$ cat config.mk
export PLATFORM = sky130hd
export DESIGN_NAME = fir_bandpass_filter
export DESIGN_NICKNAME = d
export VERILOG_FILES = /design/src/rtl/fbf_pkg.sv /design/src/rtl/fbf_front.sv /design/src/rtl/fbf_queue.sv /design/src/rtl/fbf_back.sv /design/src/rtl/fir_bandpass_filter.sv
export SDC_FILE = /design/constraint.sdc
export NUM_CORES = 2
export LEC_CHECK = 0
export ABC_AREA = 1
export BUFFER_PORTS_ARGS = -buffer_cell sky130_fd_sc_hd__buf_2
export CAP_MARGIN = 15
export CORE_MARGIN = 1
export CORE_UTILIZATION = 45
export DETAILED_ROUTE_END_ITERATION = 12
export REMOVE_ABC_BUFFERS = 1
export SYNTH_ARGS = -nofsm -noshare
export SYNTH_HDL_FRONTEND = slang
export SYNTH_SLANG_ARGS = --single-unit
$ cat constraint.sdc
create_clock -name clk_i -period 9.3 [get_ports clk_i]
set_clock_uncertainty 0.2 [all_clocks]
set_input_delay 1.86 -clock clk_i [delete_from_list [all_inputs] [get_ports clk_i]]
set_output_delay 1.86 -clock clk_i [all_outputs]
set_load 0.1 [all_outputs]
$ cat src/rtl/fbf_pkg.sv
// ----------------------------------------------------------------------------
// fbf_pkg
// shared constants, codes and the command type of the band-pass fir filter
// ----------------------------------------------------------------------------
package fbf_pkg;

  // filter geometry
  localparam int MAX_ORDER = 32;
  localparam int MIN_ORDER = 2;
  localparam int TAPS      = MAX_ORDER + 1;
  localparam int IDX_W     = $clog2(TAPS);
  localparam int SAMPLE_W  = 16;
  localparam int COEF_W    = 16;
  localparam int PROD_W    = SAMPLE_W + COEF_W;
  localparam int ACC_W     = 40;
  localparam int RND_SHIFT = 15;
  localparam int ORDER_W   = 6;
  localparam int MODE_W    = 2;

  localparam logic [ORDER_W-1:0] ORDER_RESET = ORDER_W'(16);

  // rounding and saturation bounds in accumulator width
  localparam logic signed [ACC_W-1:0] RND_BIAS = ACC_W'(1) <<< (RND_SHIFT - 1);
  localparam logic signed [ACC_W-1:0] SAT_HI   = ACC_W'((2 ** (SAMPLE_W - 1)) - 1);
  localparam logic signed [ACC_W-1:0] SAT_LO   = -SAT_HI - ACC_W'(1);

  // command queue between front and back
  localparam int QDEPTH = 2;
  localparam int QPTR_W = $clog2(QDEPTH);
  localparam int QCNT_W = $clog2(QDEPTH + 1);

  // item kinds
  localparam logic [MODE_W-1:0] MODE_SAMPLE  = 2'd0;
  localparam logic [MODE_W-1:0] MODE_COEF    = 2'd1;
  localparam logic [MODE_W-1:0] MODE_RESTART = 2'd2;

  typedef struct packed {
    logic                       is_coef;  // coefficient write, else sample
    logic                       emit;     // sample produces a result
    logic [IDX_W-1:0]           idx;      // coefficient tap
    logic [IDX_W-1:0]           last;     // last tap index (effective order)
    logic signed [SAMPLE_W-1:0] data;     // sample or q1.15 coefficient
  } cmd_t;

endpackage

$ cat src/rtl/fbf_front.sv
// ----------------------------------------------------------------------------
// fbf_front
// accepts items, keeps order register and fill count, classifies into commands
// ----------------------------------------------------------------------------
module fbf_front (
  input  logic                                clk_i,
  input  logic                                rst_ni,
  input  logic                                cfg_valid_i,
  input  logic [fbf_pkg::ORDER_W-1:0]         cfg_data_i,
  input  logic                                in_valid_i,
  input  logic [fbf_pkg::MODE_W-1:0]          in_mode_i,
  input  logic [fbf_pkg::IDX_W-1:0]           in_idx_i,
  input  logic signed [fbf_pkg::SAMPLE_W-1:0] in_data_i,
  output logic                                in_ready_o,
  output logic                                cmd_valid_o,
  output fbf_pkg::cmd_t                       cmd_o,
  input  logic                                cmd_ready_i
);

  logic [fbf_pkg::ORDER_W-1:0] order_q;
  logic [fbf_pkg::IDX_W-1:0]   fill_q, fill_d;
  logic [fbf_pkg::IDX_W-1:0]   eff_order;
  logic                        accept;
  logic                        is_sample;
  logic                        is_coef;

  assign in_ready_o = cmd_ready_i;
  assign accept     = in_valid_i && in_ready_o;
  assign is_sample  = (in_mode_i == fbf_pkg::MODE_SAMPLE);
  assign is_coef    = (in_mode_i == fbf_pkg::MODE_COEF);

  // clamp order into the supported range
  always_comb begin
    if (order_q < fbf_pkg::ORDER_W'(fbf_pkg::MIN_ORDER)) begin
      eff_order = fbf_pkg::IDX_W'(fbf_pkg::MIN_ORDER);
    end else if (order_q > fbf_pkg::ORDER_W'(fbf_pkg::MAX_ORDER)) begin
      eff_order = fbf_pkg::IDX_W'(fbf_pkg::MAX_ORDER);
    end else begin
      eff_order = fbf_pkg::IDX_W'(order_q);
    end
  end

  always_comb begin
    fill_d = fill_q;
    if (accept) begin
      case (in_mode_i)
        fbf_pkg::MODE_SAMPLE: begin
          if (fill_q < fbf_pkg::IDX_W'(fbf_pkg::TAPS)) begin
            fill_d = fill_q + 1'b1;
          end
        end
        fbf_pkg::MODE_RESTART: fill_d = '0;
        default: fill_d = fill_q;
      endcase
    end
  end

  assign cmd_valid_o = accept &&
                       (is_sample ||
                        (is_coef && (in_idx_i <= fbf_pkg::IDX_W'(fbf_pkg::MAX_ORDER))));

  always_comb begin
    cmd_o.is_coef = is_coef;
    cmd_o.emit    = is_sample && (fill_d >= eff_order + 1'b1);
    cmd_o.idx     = in_idx_i;
    cmd_o.last    = eff_order;
    cmd_o.data    = in_data_i;
  end

  always_ff @(posedge clk_i or negedge rst_ni) begin
    if (!rst_ni) begin
      order_q <= fbf_pkg::ORDER_RESET;
      fill_q  <= '0;
    end else begin
      if (cfg_valid_i) begin
        order_q <= cfg_data_i;
      end
      fill_q <= fill_d;
    end
  end

endmodule

$ cat src/rtl/fbf_queue.sv
// ----------------------------------------------------------------------------
// fbf_queue
// short command queue decoupling the front from the back
// ----------------------------------------------------------------------------
module fbf_queue (
  input  logic          clk_i,
  input  logic          rst_ni,
  input  logic          push_i,
  input  fbf_pkg::cmd_t push_cmd_i,
  output logic          full_o,
  input  logic          pop_i,
  output logic          valid_o,
  output fbf_pkg::cmd_t head_o
);

  fbf_pkg::cmd_t               slot_q [fbf_pkg::QDEPTH];
  logic [fbf_pkg::QPTR_W-1:0]  wr_q, rd_q;
  logic [fbf_pkg::QCNT_W-1:0]  cnt_q;
  logic                        do_push, do_pop;

  assign full_o  = (cnt_q == fbf_pkg::QCNT_W'(fbf_pkg::QDEPTH));
  assign valid_o = (cnt_q != '0);
  assign head_o  = slot_q[rd_q];
  assign do_push = push_i && !full_o;
  assign do_pop  = pop_i && valid_o;

  always_ff @(posedge clk_i) begin
    if (do_push) begin
      slot_q[wr_q] <= push_cmd_i;
    end
  end

  always_ff @(posedge clk_i or negedge rst_ni) begin
    if (!rst_ni) begin
      wr_q  <= '0;
      rd_q  <= '0;
      cnt_q <= '0;
    end else begin
      if (do_push) begin
        wr_q <= (wr_q == fbf_pkg::QPTR_W'(fbf_pkg::QDEPTH - 1)) ? '0 : wr_q + 1'b1;
      end
      if (do_pop) begin
        rd_q <= (rd_q == fbf_pkg::QPTR_W'(fbf_pkg::QDEPTH - 1)) ? '0 : rd_q + 1'b1;
      end
      case ({do_push, do_pop})
        2'b10:   cnt_q <= cnt_q + 1'b1;
        2'b01:   cnt_q <= cnt_q - 1'b1;
        default: cnt_q <= cnt_q;
      endcase
    end
  end

endmodule

$ cat src/rtl/fbf_back.sv
// ----------------------------------------------------------------------------
// fbf_back
// history and coefficient memories, one multiply-accumulate a cycle, rounding
// ----------------------------------------------------------------------------
module fbf_back (
  input  logic                                 clk_i,
  input  logic                                 rst_ni,
  input  logic                                 cmd_valid_i,
  input  fbf_pkg::cmd_t                        cmd_i,
  output logic                                 cmd_pop_o,
  output logic                                 out_valid_o,
  output logic signed [fbf_pkg::SAMPLE_W-1:0]  out_value_o,
  output logic                                 out_sat_o,
  input  logic                                 out_ready_i
);

  localparam logic [1:0] ST_IDLE  = 2'd0;
  localparam logic [1:0] ST_RUN   = 2'd1;
  localparam logic [1:0] ST_DRAIN = 2'd2;
  localparam logic [1:0] ST_DONE  = 2'd3;
  localparam int         IW       = fbf_pkg::IDX_W;
  localparam logic [IW-1:0] TOP_IDX = IW'(fbf_pkg::MAX_ORDER);

  logic [1:0] state_q, state_d;

  // circular sample history and coefficient store, valid bits give reset zeros
  logic signed [fbf_pkg::SAMPLE_W-1:0] hist_mem [fbf_pkg::TAPS];
  logic signed [fbf_pkg::COEF_W-1:0]   coef_mem [fbf_pkg::TAPS];
  logic [fbf_pkg::TAPS-1:0]            hval_q, cval_q;

  logic [IW-1:0] wp_q, rp_q, tap_q, last_q;
  logic          rd_vld_q, rd_last_q, mul_vld_q, mul_last_q;
  logic signed [fbf_pkg::SAMPLE_W-1:0] hrd_q;
  logic signed [fbf_pkg::COEF_W-1:0]   crd_q;
  logic signed [fbf_pkg::PROD_W-1:0]   prod_q;
  logic signed [fbf_pkg::ACC_W-1:0]    acc_q;
  logic signed [fbf_pkg::ACC_W-1:0]    rnd_sum, quot;

  logic out_vld_q, out_sat_q;
  logic signed [fbf_pkg::SAMPLE_W-1:0] out_val_q;
  logic out_free, out_load, start, sat_hi, sat_lo;

  assign cmd_pop_o = (state_q == ST_IDLE) && cmd_valid_i;
  assign start     = cmd_pop_o && !cmd_i.is_coef && cmd_i.emit;
  assign out_free  = !out_vld_q || out_ready_i;
  assign out_load  = (state_q == ST_DONE) && out_free;

  // round half up, then saturate
  assign rnd_sum = acc_q + fbf_pkg::RND_BIAS;
  assign quot    = rnd_sum >>> fbf_pkg::RND_SHIFT;
  assign sat_hi  = quot > fbf_pkg::SAT_HI;
  assign sat_lo  = quot < fbf_pkg::SAT_LO;

  always_comb begin
    state_d = state_q;
    unique case (state_q)
      ST_IDLE:  if (start) state_d = ST_RUN;
      ST_RUN:   if (tap_q == last_q) state_d = ST_DRAIN;
      ST_DRAIN: if (mul_vld_q && mul_last_q) state_d = ST_DONE;
      ST_DONE:  if (out_free) state_d = ST_IDLE;
      default:  state_d = ST_IDLE;
    endcase
  end

  // memories
  always_ff @(posedge clk_i) begin
    if (cmd_pop_o && cmd_i.is_coef) begin
      coef_mem[cmd_i.idx] <= cmd_i.data;
    end
    if (cmd_pop_o && !cmd_i.is_coef) begin
      hist_mem[wp_q] <= cmd_i.data;
    end
    hrd_q <= hval_q[rp_q] ? hist_mem[rp_q] : '0;
    crd_q <= cval_q[tap_q] ? coef_mem[tap_q] : '0;
  end

  // datapath
  always_ff @(posedge clk_i) begin
    prod_q <= hrd_q * crd_q;
    if (start) begin
      acc_q <= '0;
    end else if (mul_vld_q) begin
      acc_q <= acc_q + fbf_pkg::ACC_W'(prod_q);
    end
    if (out_load) begin
      out_sat_q <= sat_hi || sat_lo;
      if (sat_hi) begin
        out_val_q <= fbf_pkg::SAT_HI[fbf_pkg::SAMPLE_W-1:0];
      end else if (sat_lo) begin
        out_val_q <= fbf_pkg::SAT_LO[fbf_pkg::SAMPLE_W-1:0];
      end else begin
        out_val_q <= quot[fbf_pkg::SAMPLE_W-1:0];
      end
    end
  end

  always_ff @(posedge clk_i or negedge rst_ni) begin
    if (!rst_ni) begin
      state_q    <= ST_IDLE;
      hval_q     <= '0;
      cval_q     <= '0;
      wp_q       <= '0;
      rp_q       <= '0;
      tap_q      <= '0;
      last_q     <= '0;
      rd_vld_q   <= 1'b0;
      rd_last_q  <= 1'b0;
      mul_vld_q  <= 1'b0;
      mul_last_q <= 1'b0;
      out_vld_q  <= 1'b0;
    end else begin
      state_q    <= state_d;
      rd_vld_q   <= (state_q == ST_RUN);
      rd_last_q  <= (state_q == ST_RUN) && (tap_q == last_q);
      mul_vld_q  <= rd_vld_q;
      mul_last_q <= rd_last_q;
      if (cmd_pop_o && cmd_i.is_coef) begin
        cval_q[cmd_i.idx] <= 1'b1;
      end
      if (cmd_pop_o && !cmd_i.is_coef) begin
        hval_q[wp_q] <= 1'b1;
        wp_q         <= (wp_q == TOP_IDX) ? '0 : wp_q + 1'b1;
      end
      if (start) begin
        rp_q   <= wp_q;
        tap_q  <= '0;
        last_q <= cmd_i.last;
      end else if (state_q == ST_RUN) begin
        rp_q  <= (rp_q == '0) ? TOP_IDX : rp_q - 1'b1;
        tap_q <= tap_q + 1'b1;
      end
      if (out_load) begin
        out_vld_q <= 1'b1;
      end else if (out_ready_i) begin
        out_vld_q <= 1'b0;
      end
    end
  end

  assign out_valid_o = out_vld_q;
  assign out_value_o = out_val_q;
  assign out_sat_o   = out_sat_q;

`ifndef SYNTH
  a_tap_bound: assert property (@(posedge clk_i) disable iff (!rst_ni)
    (state_q == ST_RUN) |-> (tap_q <= last_q))
    else $error("tap index ran past the last tap");

  a_order_range: assert property (@(posedge clk_i) disable iff (!rst_ni)
    (state_q != ST_IDLE) |-> ((last_q <= TOP_IDX) && (last_q >= IW'(fbf_pkg::MIN_ORDER))))
    else $error("effective order out of range");

  a_mul_follows_read: assert property (@(posedge clk_i) disable iff (!rst_ni)
    mul_vld_q |-> $past(rd_vld_q))
    else $error("product without a preceding read");

  a_last_in_drain: assert property (@(posedge clk_i) disable iff (!rst_ni)
    (mul_vld_q && mul_last_q) |-> (state_q == ST_DRAIN))
    else $error("final product outside drain");

  a_done_holds: assert property (@(posedge clk_i) disable iff (!rst_ni)
    ((state_q == ST_DONE) && out_vld_q && !out_ready_i) |=> (state_q == ST_DONE))
    else $error("result lost while output stalled");
`endif

endmodule

$ cat src/rtl/fir_bandpass_filter.sv
// ----------------------------------------------------------------------------
// fir_bandpass_filter
// direct-form fir filter, order 2..32, q1.15 coefficients, rounded saturated out
// ----------------------------------------------------------------------------
//
//  channel   direction  transfer carries
//  s_axis    in         tuser: mode; tdata: coef_index, data_value
//  m_axis    out        tdata: filtered_value; tuser: saturated
//  cfg       in         filter_order (always ready)
//
//  a sample that yields a result occupies the back end while it takes the
//  command, runs the single shared multiply-accumulate over all m+1 taps,
//  drains the registered memory read and product, and rounds into the output
//  register; other items only write a memory in the back end; a two-entry
//  command queue lets the front keep taking items while the back end works
//  reset clears valid bits of both memories at once, so no clearing pass
//  a stalled output holds the back end in its final state until the transfer
//
module fir_bandpass_filter (
  input  logic                                clk_i,
  input  logic                                rst_ni,
  // configuration
  input  logic                                cfg_valid_i,
  output logic                                cfg_ready_o,
  input  logic [fbf_pkg::ORDER_W-1:0]         cfg_data_i,   // filter_order
  // input stream
  input  logic                                s_axis_tvalid,
  output logic                                s_axis_tready,
  input  logic [23:0]                         s_axis_tdata, // [5:0] coef_index, [21:6] data_value
  input  logic [fbf_pkg::MODE_W-1:0]          s_axis_tuser, // [1:0] mode
  // output stream
  output logic                                m_axis_tvalid,
  input  logic                                m_axis_tready,
  output logic [15:0]                         m_axis_tdata, // [15:0] filtered_value
  output logic [0:0]                          m_axis_tuser  // [0] saturated
);

  fbf_pkg::cmd_t front_cmd, head_cmd;
  logic          front_cmd_valid, q_full, q_valid, q_pop;
  logic          out_sat;
  logic signed [fbf_pkg::SAMPLE_W-1:0] out_value;

  // register writes are taken at any time
  assign cfg_ready_o = 1'b1;

  // front: classify items, track fill count and order
  fbf_front u_front (
    .clk_i       (clk_i),
    .rst_ni      (rst_ni),
    .cfg_valid_i (cfg_valid_i),
    .cfg_data_i  (cfg_data_i),
    .in_valid_i  (s_axis_tvalid),
    .in_mode_i   (s_axis_tuser),
    .in_idx_i    (s_axis_tdata[fbf_pkg::IDX_W-1:0]),
    .in_data_i   (s_axis_tdata[fbf_pkg::IDX_W +: fbf_pkg::SAMPLE_W]),
    .in_ready_o  (s_axis_tready),
    .cmd_valid_o (front_cmd_valid),
    .cmd_o       (front_cmd),
    .cmd_ready_i (!q_full)
  );

  // decoupling queue
  fbf_queue u_queue (
    .clk_i      (clk_i),
    .rst_ni     (rst_ni),
    .push_i     (front_cmd_valid),
    .push_cmd_i (front_cmd),
    .full_o     (q_full),
    .pop_i      (q_pop),
    .valid_o    (q_valid),
    .head_o     (head_cmd)
  );

  // back: memories, multiply-accumulate and output register
  fbf_back u_back (
    .clk_i       (clk_i),
    .rst_ni      (rst_ni),
    .cmd_valid_i (q_valid),
    .cmd_i       (head_cmd),
    .cmd_pop_o   (q_pop),
    .out_valid_o (m_axis_tvalid),
    .out_value_o (out_value),
    .out_sat_o   (out_sat),
    .out_ready_i (m_axis_tready)
  );

  assign m_axis_tdata = out_value;
  assign m_axis_tuser = out_sat;

endmodule
==> flow_summary_export.csv <==
group,metric,value,unit
worst_setup_path,cp_data_required_time,9.77,ns
global_route,grt_use_total,23.8,%
die,dieWidth,386,um
power,pwr_density_cell,172,nW/um2
route,wirelength,177000,um
synth,synth_cell_types,60,
cts,cts_max_level,4,
timing,setup_viol,0,
timing,timing.fmax,148,MHz
global_route,grt_first_pass_wirelength,268000,um
cts,root_buffer,"clkbuf_16",
route,viasPerCell,5.47,
route,route.detailed.drc,0,
route,postRouteAntennaNets,0,
cts,cts_inserted_buffers,145,
global_route,grt_start_max_net_pins,218,
timing,setup_tns,0,ns
cts,path_clk_slew,0.06,ns
die,pin_count,57,
timing,max_slew_margin,18.7,%
synth,syn_inst,6180,
synth,synth_edf_count,1133,
die,num_rows,140,
worst_setup_path,path_class,"reg -> reg",
route,firstDrtPassIters,6,
timing,drv_slew,0,
timing,rsz0062_at_grt,"no",
final_layout,nFillCells,13000,
final_layout,final_cells,8221,
die,coreArea,146000,um2
final_layout,nNetsFinal,6628,
worst_setup_path,arrival,7.23,ns
synth,yosysTopAreaCellShare,51.4,%
synth,synth-main-ff-cell,"edfxtp_1",
cts,post_cts_buffers,0,
synth,yosys.area.top_type,"edfxtp_1",
cts,ctsResizeCount,0,
route,drt_iter0_markers,3899,
cts,cts_max_path_buffers,3,
place,port_buffers,53,
cts,cts_sinks,1350,
place,dpl.hpwl,108000,um
run_status,outcome,"completed",
synth,ys_seq_area_share,58.8,%
timing,hold_viol,0,
place,dp_cells,7956,
synth,ys_ff_latch,1350,
global_route,grt_pass1_vias,44400,
cts,insertion_delay,0.79,ns
power,power.leakage,29.3,nW
synth,syn_area_per_cell,10.7,um2
final_layout,drive_gt1_share,8.00,%
worst_setup_path,cp-start-kind,"register",
die,start_util,45.4,%
synth,synth.cell_area,66200,um2
place,finalWeightedCongestion,0.901,
global_route,antenna_found_initial,7,
synth,netlist_top_cells_area,"edfxtp_1, fa_1, nand2_1",
cts,cts_tree,"done",
final_layout,synthToLayoutAreaGrowth,10.5,%
die,die_h,386,um
timing,worst-slew-pin-transition,1.22,ns
timing,post-route-period-util,72.7,%
worst_setup_path,cp_max_fo,16,
timing,min_period,6.77,ns
synth,synthArstFlopShare,8.37,%
worst_setup_path,cp-end-kind,"register",
cts,cts_hold_buf,0,
worst_hold_path,holdCritPathClass,"reg -> reg",
power,ir_worst_vdd,157,uV
route,vias,44900,
global_route,grt.overflow.total,0,
die,design.die.area,149000,um2
synth,ys_warn_count,0,
job,cap_viol_max_count,0,
route,wl_per_cell,21.5,um
## sequential cells by signal, summed over array words and instances (netlist names), 6 cells and up
register,count
u_back.acc_q,40
u_back.hval_q,33
u_back.last_q,6
u_back.cval_q,33
u_back.wp_q,6
u_back.crd_q,16
u_back.coef_mem,528
u_front.order_q,6
u_front.fill_q,6
u_back.prod_q,32
u_back.hist_mem,528
u_back.hrd_q,16
u_back.out_value_o,16
u_back.tap_q,6
u_queue.slot_q,60
u_back.rp_q,6
## metal layers
layer | wire length (um) | share of wire (%) | vias up | GRT usage, %
met5 | 26 | 0.015 | - | 0
met4 | 3810 | 2.2 | 4 | 6.21
met3 | 12900 | 7.3 | 265 | 4.61
met2 | 83500 | 47 | 1547 | 38.5
met1 | 76400 | 43 | 22200 | 32.9
li1 | - | - | 20900 | -
## kinds of logic after synthesis
family / after synthesis / share of synthesized area [%]
simple gates: 2226 / 13.9
compound gates: 1030 / 9.10
flops: 1350 / 58.8
fa+ha+maj: 405 / 10.6
mux: 19 / 0.318
other cells: 1 / 0.00567
buf+inv: 1075 / 6.28
xor+xnor: 74 / 0.979
## final timing paths
kind / slack (ns) / from / to / cells past startpoint
max in group asynchronous: 6.62 / rst_ni / u_back.rp_q[0] / 2
min in group asynchronous: 0.86 / rst_ni / u_queue.wr_q / 1
worst max register to register: 2.53 / u_back.hrd_q[15] / u_back.prod_q[29] / 20
worst max-delay path: 2.53 / u_back.hrd_q[15] / u_back.prod_q[29] / 20
worst min register to register: 0.15 / u_back.rd_last_q / u_back.mul_last_q / 0
worst min-delay path: 0.15 / u_back.rd_last_q / u_back.mul_last_q / 0
## synthesized netlist by cell type, drive strengths merged (2+ instances only)
cell type and number:
xnor2 24, a21oi 175, a21o 8, nand2 1173
o22ai 133, dfrtp 112, nand3 264, nor3 27
o21bai 25, buf 107, nor4 6, a21boi 5
mux2i 3, nand4 57, inv 767, o21a 5
mux2 16, nor2 618, xor2 50, fa 263
a22oi 2, o2111ai 7, o21ai 506, dfxtp 104
nand3b 5, edfxtp 1133, ha 142, or2 73
o211ai 41, clkbuf 200, a31oi 4, o221ai 111
## stage by stage
| stage | total power [W] | util, % | worst slack [ns] | hold WS, ns | instance area, um2 |
|---|---|---|---|---|---|
| after floorplan | 0.00692 | - | 0.0987 | 0.131 | 64900 |
| after global placement | 0.00705 | 47.0 | 2.64 | 0.135 | 68500 |
| after detailed placement | 0.00707 | 47.0 | 2.61 | 0.136 | 68500 |
| after CTS | 0.0127 | 50.2 | 2.59 | 0.148 | 73200 |
| after global routing | 0.0129 | 50.2 | 2.16 | 0.154 | 73200 |
| final | 0.0126 | 50.2 | 2.53 | 0.148 | 73200 |
## cell usage in the layout (no fill, tap or decap), drive strengths merged, types with 25 or more instances in the layout
master,netlist,routed
nand3,264,264
edfxtp,1133,1133
a21oi,175,175
xor2,50,50
fa,263,263
clkinv,1,51
nor3,27,27
dfrtp,112,112
o22ai,133,133
o211ai,41,41
inv,767,775
buf,107,166
nor2,618,618
nand4,57,57
dfxtp,104,104
nand2,1173,1173
ha,142,142
clkbuf,200,192
o21ai,506,506
or2,73,73
o21bai,25,25
o221ai,111,111
## power by group
group | switching (W) | total [W] | internal, W
logic | 0.000236 | 0.000284 | 0.0000480
clock network | 0.00239 | 0.00563 | 0.00324
registers | 0.0000174 | 0.00665 | 0.00664
total | 0.00264 | 0.0126 | 0.00993
## worst max-delay path, stage by stage, from the launching register on
cell and delay [ns]:
dfxtp_1 0.74, nand2_1 0.26, fa_1 0.63, inv_1 0.07, fa_1 0.91, fa_1 0.55, fa_1 0.48, fa_1 0.55
inv_1 0.06, fa_1 0.56, inv_1 0.05, ha_1 0.36, a21oi_1 0.25, o21ai_0 0.13, a21oi_1 0.22, nand3_1 0.20
a21o_1 0.23, nand2_1 0.08, nand2_1 0.05, nand2_1 0.05, nand2_1 0.04
## layout make-up
type / instances / area [um2] / area share, %
Inverter: 768 / 2890 / 3.95
Clock buffer: 192 / 3940 / 5.39
Tap cell: 1917 / 2400 / 3.28
Sequential cell: 1350 / 39000 / 53.2
Timing Repair Buffer: 166 / 1130 / 1.55
Clock inverter: 72 / 677 / 0.925
Multi-Input combinational cell: 3755 / 23200 / 31.7
Antenna cell: 1 / 2.50 / 0.00342
Power figures use the tool's default switching activity.
